===== src/rtl/core/sida_pkg.sv =====
// Package for the signed integer to decimal ASCII converter.
// Holds the default value width and the ASCII codes that the core emits.
// No dependencies.
`timescale 1ns / 1ps

package sida_pkg;

  // Default width of the signed input value
  localparam int unsigned ValueBitsDefault = 32;

  // ASCII codes
  localparam logic [7:0] CharMinus = 8'h2D;
  localparam logic [7:0] CharZero  = 8'h30;
  localparam logic [7:0] CharNine  = 8'h39;

  // Threshold and correction for the add-3 step of the binary-to-BCD shift
  localparam logic [3:0] BcdAdjLimit = 4'd5;
  localparam logic [3:0] BcdAdjStep  = 4'd3;

endpackage


===== src/rtl/core/signed_int_to_decimal_ascii.sv =====
// Signed integer to decimal ASCII converter: top level and sequencer.
// Converts one two's complement value into its decimal text, most significant first.
// Depends on sida_pkg.
// Operation: shift-add-3 conversion of the magnitude, one bit per cycle through a shared
// digit adjust unit, then dropping of leading zeros, an optional minus sign, then one
// character per cycle while the output does not stall; the input stalls until the last
// character is loaded.
// Reset: rst_ni clears the sequencer and the output valid; data registers are not reset.
`timescale 1ns / 1ps

module signed_int_to_decimal_ascii
  import sida_pkg::*;
#(
  parameter int unsigned VALUE_BITS = ValueBitsDefault
) (
  input  logic                         clk_i,
  input  logic                         rst_ni,
  // input item channel
  input  logic                         in_valid_i,
  output logic                         in_stall_o,
  input  logic signed [VALUE_BITS-1:0] value_i,
  // result item channel
  output logic                         out_valid_o,
  input  logic                         out_stall_i,
  output logic [7:0]                   character_o,
  output logic                         last_o
);

  // Decimal digits of the largest magnitude, 2^(VALUE_BITS-1); 1233/4096 ~ log10(2)
  localparam int unsigned Digits   = ((VALUE_BITS - 1) * 1233) / 4096 + 1;
  localparam int unsigned BcdW     = Digits * 4;
  localparam int unsigned BitCntW  = $clog2(VALUE_BITS + 1);
  localparam int unsigned DigCntW  = $clog2(Digits + 1);

  typedef enum logic [2:0] {
    StIdle,
    StConv,
    StSkip,
    StSign,
    StEmit
  } state_e;

  state_e               state_q;
  logic                 neg_q;
  logic [VALUE_BITS-1:0] mag_q;
  logic [BcdW-1:0]      bcd_q;
  logic [BitCntW-1:0]   bit_cnt_q;
  logic [DigCntW-1:0]   dig_cnt_q;
  logic                 out_valid_q;
  logic [7:0]           char_q;
  logic                 last_q;

  logic                  in_accept;
  logic                  slot_free;
  logic                  char_load;
  logic [VALUE_BITS-1:0] mag_d;
  logic [BcdW-1:0]       bcd_adj;
  logic [3:0]            top_digit;

  assign in_stall_o  = (state_q != StIdle);
  assign in_accept   = in_valid_i && !in_stall_o;
  assign slot_free   = !out_valid_q || !out_stall_i;
  assign char_load   = slot_free && (state_q == StSign || state_q == StEmit);
  assign top_digit   = bcd_q[BcdW-1 -: 4];

  assign out_valid_o = out_valid_q;
  assign character_o = char_q;
  assign last_o      = last_q;

  // Form the unsigned magnitude of the incoming value
  assign mag_d = value_i[VALUE_BITS-1] ? (~value_i + 1'b1) : value_i;

  // Shared adjust unit: add 3 to every BCD digit of 5 or more
  always_comb begin
    bcd_adj = bcd_q;
    for (int i = 0; i < Digits; i++) begin
      if (bcd_q[i*4 +: 4] >= BcdAdjLimit) begin
        bcd_adj[i*4 +: 4] = bcd_q[i*4 +: 4] + BcdAdjStep;
      end
    end
  end

  // Sequencer with the output register
  always_ff @(posedge clk_i or negedge rst_ni) begin
    if (!rst_ni) begin
      state_q     <= StIdle;
      out_valid_q <= 1'b0;
      bit_cnt_q   <= '0;
      dig_cnt_q   <= '0;
    end else begin
      // drop a character once it is taken and no new one is loaded
      if (out_valid_q && !out_stall_i && !char_load) begin
        out_valid_q <= 1'b0;
      end
      unique case (state_q)
        StIdle: begin
          if (in_accept) begin
            neg_q     <= value_i[VALUE_BITS-1];
            mag_q     <= mag_d;
            bcd_q     <= '0;
            bit_cnt_q <= BitCntW'(VALUE_BITS);
            state_q   <= StConv;
          end
        end
        StConv: begin
          // advance one magnitude bit into the BCD register
          {bcd_q, mag_q} <= {bcd_adj, mag_q} << 1;
          bit_cnt_q      <= bit_cnt_q - 1'b1;
          if (bit_cnt_q == BitCntW'(1)) begin
            dig_cnt_q <= DigCntW'(Digits);
            state_q   <= StSkip;
          end
        end
        StSkip: begin
          // drop leading zero digits, keeping at least one
          if (top_digit == 4'd0 && dig_cnt_q > DigCntW'(1)) begin
            bcd_q     <= bcd_q << 4;
            dig_cnt_q <= dig_cnt_q - 1'b1;
          end else if (neg_q) begin
            state_q <= StSign;
          end else begin
            state_q <= StEmit;
          end
        end
        StSign: begin
          if (slot_free) begin
            out_valid_q <= 1'b1;
            char_q      <= CharMinus;
            last_q      <= 1'b0;
            state_q     <= StEmit;
          end
        end
        StEmit: begin
          if (slot_free) begin
            out_valid_q <= 1'b1;
            char_q      <= CharZero + {4'd0, top_digit};
            last_q      <= (dig_cnt_q == DigCntW'(1));
            bcd_q       <= bcd_q << 4;
            dig_cnt_q   <= dig_cnt_q - 1'b1;
            if (dig_cnt_q == DigCntW'(1)) begin
              state_q <= StIdle;
            end
          end
        end
        default: begin
          state_q <= StIdle;
        end
      endcase
    end
  end

  // Every character shown is a minus sign or a decimal digit
  assert property (@(posedge clk_i) disable iff (!rst_ni)
    out_valid_o |-> (character_o == CharMinus) ||
                    ((character_o >= CharZero) && (character_o <= CharNine)))
    else $error("character out of range");

  // The final character of an item is always a digit
  assert property (@(posedge clk_i) disable iff (!rst_ni)
    (out_valid_o && last_o) |-> (character_o != CharMinus))
    else $error("minus sign flagged as last");

  // An accepted item starts the bit conversion with a full count
  assert property (@(posedge clk_i) disable iff (!rst_ni)
    in_accept |=> (state_q == StConv) && (bit_cnt_q == BitCntW'(VALUE_BITS)))
    else $error("conversion did not start");

  // A digit count of zero never reaches the skip or emit stage
  assert property (@(posedge clk_i) disable iff (!rst_ni)
    (state_q == StEmit || state_q == StSkip) |-> (dig_cnt_q != '0))
    else $error("digit count underflow");

endmodule


===== config.mk =====
export PLATFORM = sky130hd
export DESIGN_NAME = signed_int_to_decimal_ascii
export DESIGN_NICKNAME = d
export VERILOG_FILES = /design/src/rtl/core/sida_pkg.sv /design/src/rtl/core/signed_int_to_decimal_ascii.sv
export SDC_FILE = /design/constraint.sdc
export NUM_CORES = 1
export LEC_CHECK = 0
export BUFFER_PORTS_ARGS = -buffer_cell sky130_fd_sc_hd__buf_4
export CORE_MARGIN = 1
export CORE_UTILIZATION = 67
export CTS_BUF_LIST = sky130_fd_sc_hd__clkbuf_2
export DETAILED_ROUTE_END_ITERATION = 10
export PLACE_DENSITY = 0.89
export SLEW_MARGIN = 30
export SYNTH_ARGS = -nofsm -noshare
export SYNTH_HDL_FRONTEND = slang
export SYNTH_SLANG_ARGS = --single-unit

===== constraint.sdc =====
create_clock -name clk_i -period 11 [get_ports clk_i]
set_input_delay 1.1 -clock clk_i [delete_from_list [all_inputs] [get_ports clk_i]]
set_output_delay 1.1 -clock clk_i [all_outputs]
set_load 0.05 [all_outputs]

==> reports/qor.tcl <==
set qor(area_growth_syn_to_layout_pct) 9.96
set qor(regToRegSetupSlack_ns) 8.35
set qor(initial_utilization_pct) 69.1
set qor(cell_area_after_technology_mapping_mm2) 0.00568
set qor(totalWireLength_mm) 11.8
set qor(cts_tree) {yes}
set qor(die_area_mm2) 0.00885
set qor(post-cts-setup-buffer-count) 0
set qor(routed-via-count) 4497
set qor(global_route.overflow_total) 0
set qor(pin_count) 47
set qor(syn_inst) 586
set qor(dp.cells) 716
set qor(critPathKind) {flop to primary output}
set qor(clock_buffers_created_by_tritoncts) 9
set qor(timing_worst_slew_pin_value_ns) 0.607
set qor(place.port_buffers) 43
set qor(yosys.cell_types.count) 45
set qor(synth-seq-area-share_pct) 48.0
set qor(vias_in_the_first_global_route) 4337
set qor(share_of_the_clock_period_used_by_the_worst_path_pct) 26.7
set qor(cts_root_buf) {sky130_fd_sc_hd__clkbuf_2}
set qor(dieHeight_um) 94.1
set qor(ys_async_sr_fraction_pct) 15.1
set qor(synth_seq_cells) 93
set qor(max_cap_violations) 0
set qor(postSynth.topFlopCell) {sky130_fd_sc_hd__edfxtp_1}
set qor(timing.final.hold_violations) 0
set qor(syn-mean-instance-area_um2) 9.69
set qor(nets) 683
set qor(setup-tns-final_ns) 0
set qor(ff2ff_path_depth) 8
set qor(route.detailed.wl_per_inst_um) 16.1
set qor(cell_accounting_for_the_most_synthesized_area) {sky130_fd_sc_hd__edfxtp_1}
set qor(ir_worst_vdd_mv) 0.142
set qor(grt_antenna_before_repair) 0
set qor(fp.coreArea_mm2) 0.00822
set qor(relSlewSlack_pct) 59.5
set qor(worstHoldPathType) {input port to async pin}
set qor(count_of_nets_left_with_antenna_violations_after_detail_routing) 0
set qor(antennaDiodeCount) 0
set qor(p_per_area_mw_per_mm2) 266
set qor(final_common_cell) {sky130_fd_sc_hd__nand2_1}
set qor(gr-usage-all-layers_pct) 28.3
set qor(holdBufCountCts) 0
set qor(clock_insertion_delay_worst_skew_ns) 0.56
set qor(die-width_um) 94.1
set qor(report.final.setup_viol) 0
set qor(grt_max_degree) 64
set qor(layout_common_cells) {83 x sky130_fd_sc_hd__nand2_1, 79 x sky130_fd_sc_hd__edfxtp_1, 75 x sky130_fd_sc_hd__o21ai_0, 47 x sky130_fd_sc_hd__buf_4, 46 x sky130_fd_sc_hd__a21oi_1}
set qor(worst-path-max-fanout) 15
set qor(remaining_drc_errors) 0
set qor(post-synth-top-area-fraction_pct) 41.8
set qor(clkSinkCount) 93
set qor(finalCoreUtilization_pct) 76.0
set qor(cp-end-kind) {primary output}
set qor(required_time_of_the_critical_path_ns) 9.90
set qor(finalNonFillerCells) 732
set qor(drt_iter0_markers) 328
set qor(gp_congestion) 0.877
set qor(finalCriticalPeriod_ns) 2.93
set qor(number_of_pins_with_negative_max_slew_slack_in_the_final_report) 0
set qor(grt_setup_unrepaired) {false}
set qor(count_of_flip_flops_with_a_built_in_enable_after_synthesis) 79
set qor(path_clk_slew_ns) 0.27
set qor(fmaxAchievable_ghz) 0.341
set qor(outcome) {complete, no violations}
set qor(drt_pre_antenna_iters) 5
set qor(timing.clock.skew_ns) 0.0168
set qor(vias_per_cell) 6.14
set qor(critical_path.startpoint_type) {flop}
set qor(htreeDepth) 3
set qor(share_of_final_layout_standard_cells_stronger_than_drive_strength_1_pct) 12.6
set qor(synth-warning-count) 0
set qor(synth.top_cells.by_area) {sky130_fd_sc_hd__edfxtp_1 42%, sky130_fd_sc_hd__o21ai_0 6.6%, sky130_fd_sc_hd__dfrtp_1 6.2%, sky130_fd_sc_hd__nand2_1 5.6%, sky130_fd_sc_hd__ha_1 5.5%}
set qor(critical_path_arrival_ns) 1.83
set qor(dpl.hpwl_mm) 8.18
set qor(placement_rows) 33
set qor(ctsLongestPathBuffers) 2
set qor(total_leakage_power_nw) 2.41
set qor(cts-resized-gates) 0
set qor(global_route_wire_length_before_repair_mm) 19.5
==> cell usage after synthesis, types with 5 or more instances <==
| master | n |
|---|---|
| sky130_fd_sc_hd__o41ai_2 | 5 |
| sky130_fd_sc_hd__nor2b_1 | 8 |
| sky130_fd_sc_hd__dfrtp_1 | 14 |
| sky130_fd_sc_hd__a22o_1 | 6 |
| sky130_fd_sc_hd__o21ai_0 | 75 |
| sky130_fd_sc_hd__nand2b_1 | 14 |
| sky130_fd_sc_hd__xor2_1 | 32 |
| sky130_fd_sc_hd__xnor2_1 | 13 |
| sky130_fd_sc_hd__nor2_1 | 45 |
| sky130_fd_sc_hd__o41ai_1 | 5 |
| sky130_fd_sc_hd__clkbuf_1 | 12 |
| sky130_fd_sc_hd__inv_1 | 28 |
| sky130_fd_sc_hd__a21oi_1 | 46 |
| sky130_fd_sc_hd__nor3b_1 | 14 |
| sky130_fd_sc_hd__nand2_1 | 84 |
| sky130_fd_sc_hd__o31ai_1 | 16 |
| sky130_fd_sc_hd__edfxtp_1 | 79 |
| sky130_fd_sc_hd__nand3_1 | 8 |
| sky130_fd_sc_hd__ha_1 | 25 |
| sky130_fd_sc_hd__buf_2 | 5 |
==> metrics by stage <==
stage | total power [mW] | instance area (µm²) | setup WS, ns | hold slack [ns]
2_1_floorplan | 1.26 | 5680 | 7.45 | 0.473
3_3_place_gp | 1.38 | 6070 | 8.02 | 0.493
3_5_place_dp | 1.46 | 6100 | 7.87 | 0.513
4_1_cts | 1.66 | 6240 | 8.05 | 0.314
5_1_grt | 1.79 | 6240 | 7.99 | 0.304
6_report | 1.66 | 6240 | 8.07 | 0.333
==> registers in the layout, summed over array words and instances, names as in the netlist <==
register     count
out_valid_o      1
bit_cnt_q        6
state_q          3
last_o           1
dig_cnt_q        4
bcd_q           40
character_o      5
mag_q           32
neg_q            1
==> per-layer routing <==
layer  wire [µm]  vias to the layer above  share of wire (%)  GRT usage (%)
li1            -                     2161                  -              -
met1        4960                     2151                 42           36.6
met2        6030                      160                 51           48.7
met3         595                       25                5.0           3.88
met4         214                        0                1.8           10.0
met5           0                        -                  0              0
==> critical path: stages (launching register included) <==
cell and delay, ns:
sky130_fd_sc_hd__dfrtp_1 0.63, sky130_fd_sc_hd__or3_1 0.44, sky130_fd_sc_hd__buf_4 0.20
==> power by group <==
part	total, mW	leakage [nW]	internal [mW]	switching (mW)
clock	0.201	0.0801	0.0761	0.125
combinational	0.706	1.39	0.278	0.428
sequential	0.755	0.939	0.623	0.132
total	1.66	2.41	0.978	0.685
==> area by class of cell <==
| type | count | area [µm²] |
|---|---|---|
| Inverter | 28 | 105 |
| Clock buffer | 9 | 45.0 |
| Clock inverter | 7 | 97.6 |
| Sequential cell | 93 | 2720 |
| Timing Repair Buffer | 48 | 380 |
| Tap cell | 105 | 131 |
| Multi-Input combinational cell | 442 | 2760 |
| Fill cell | 560 | 1970 |
==> worst paths after layout <==
kind,startpoint,endpoint
min in group clk_i,bit_cnt_q[2],bit_cnt_q[2]
max reg2reg,bcd_q[36],bcd_q[11]
max in group asynchronous,rst_ni,dig_cnt_q[2]
min,rst_ni,out_valid_o
max,state_q[0],in_stall_o
min reg2reg,bit_cnt_q[2],bit_cnt_q[2]
==> logic make-up (layout without fill, tap and decap cells) <==
logic type                 Yosys count  after routing  share of synthesized area, %
and+or+nand+nor                    203            203                          18.1
AOI/OAI and AO/OA                  163            163                          17.1
DFF                                 93             93                          48.0
buffers and inverters               52             92                          3.75
adders and majority gates           25             25                          5.51
other                                2              3                         0.132
muxes                                3              3                         0.529
xor gates and xnor gates            45             45                          6.94
Note: power is estimated with default switching activity, not from simulation.
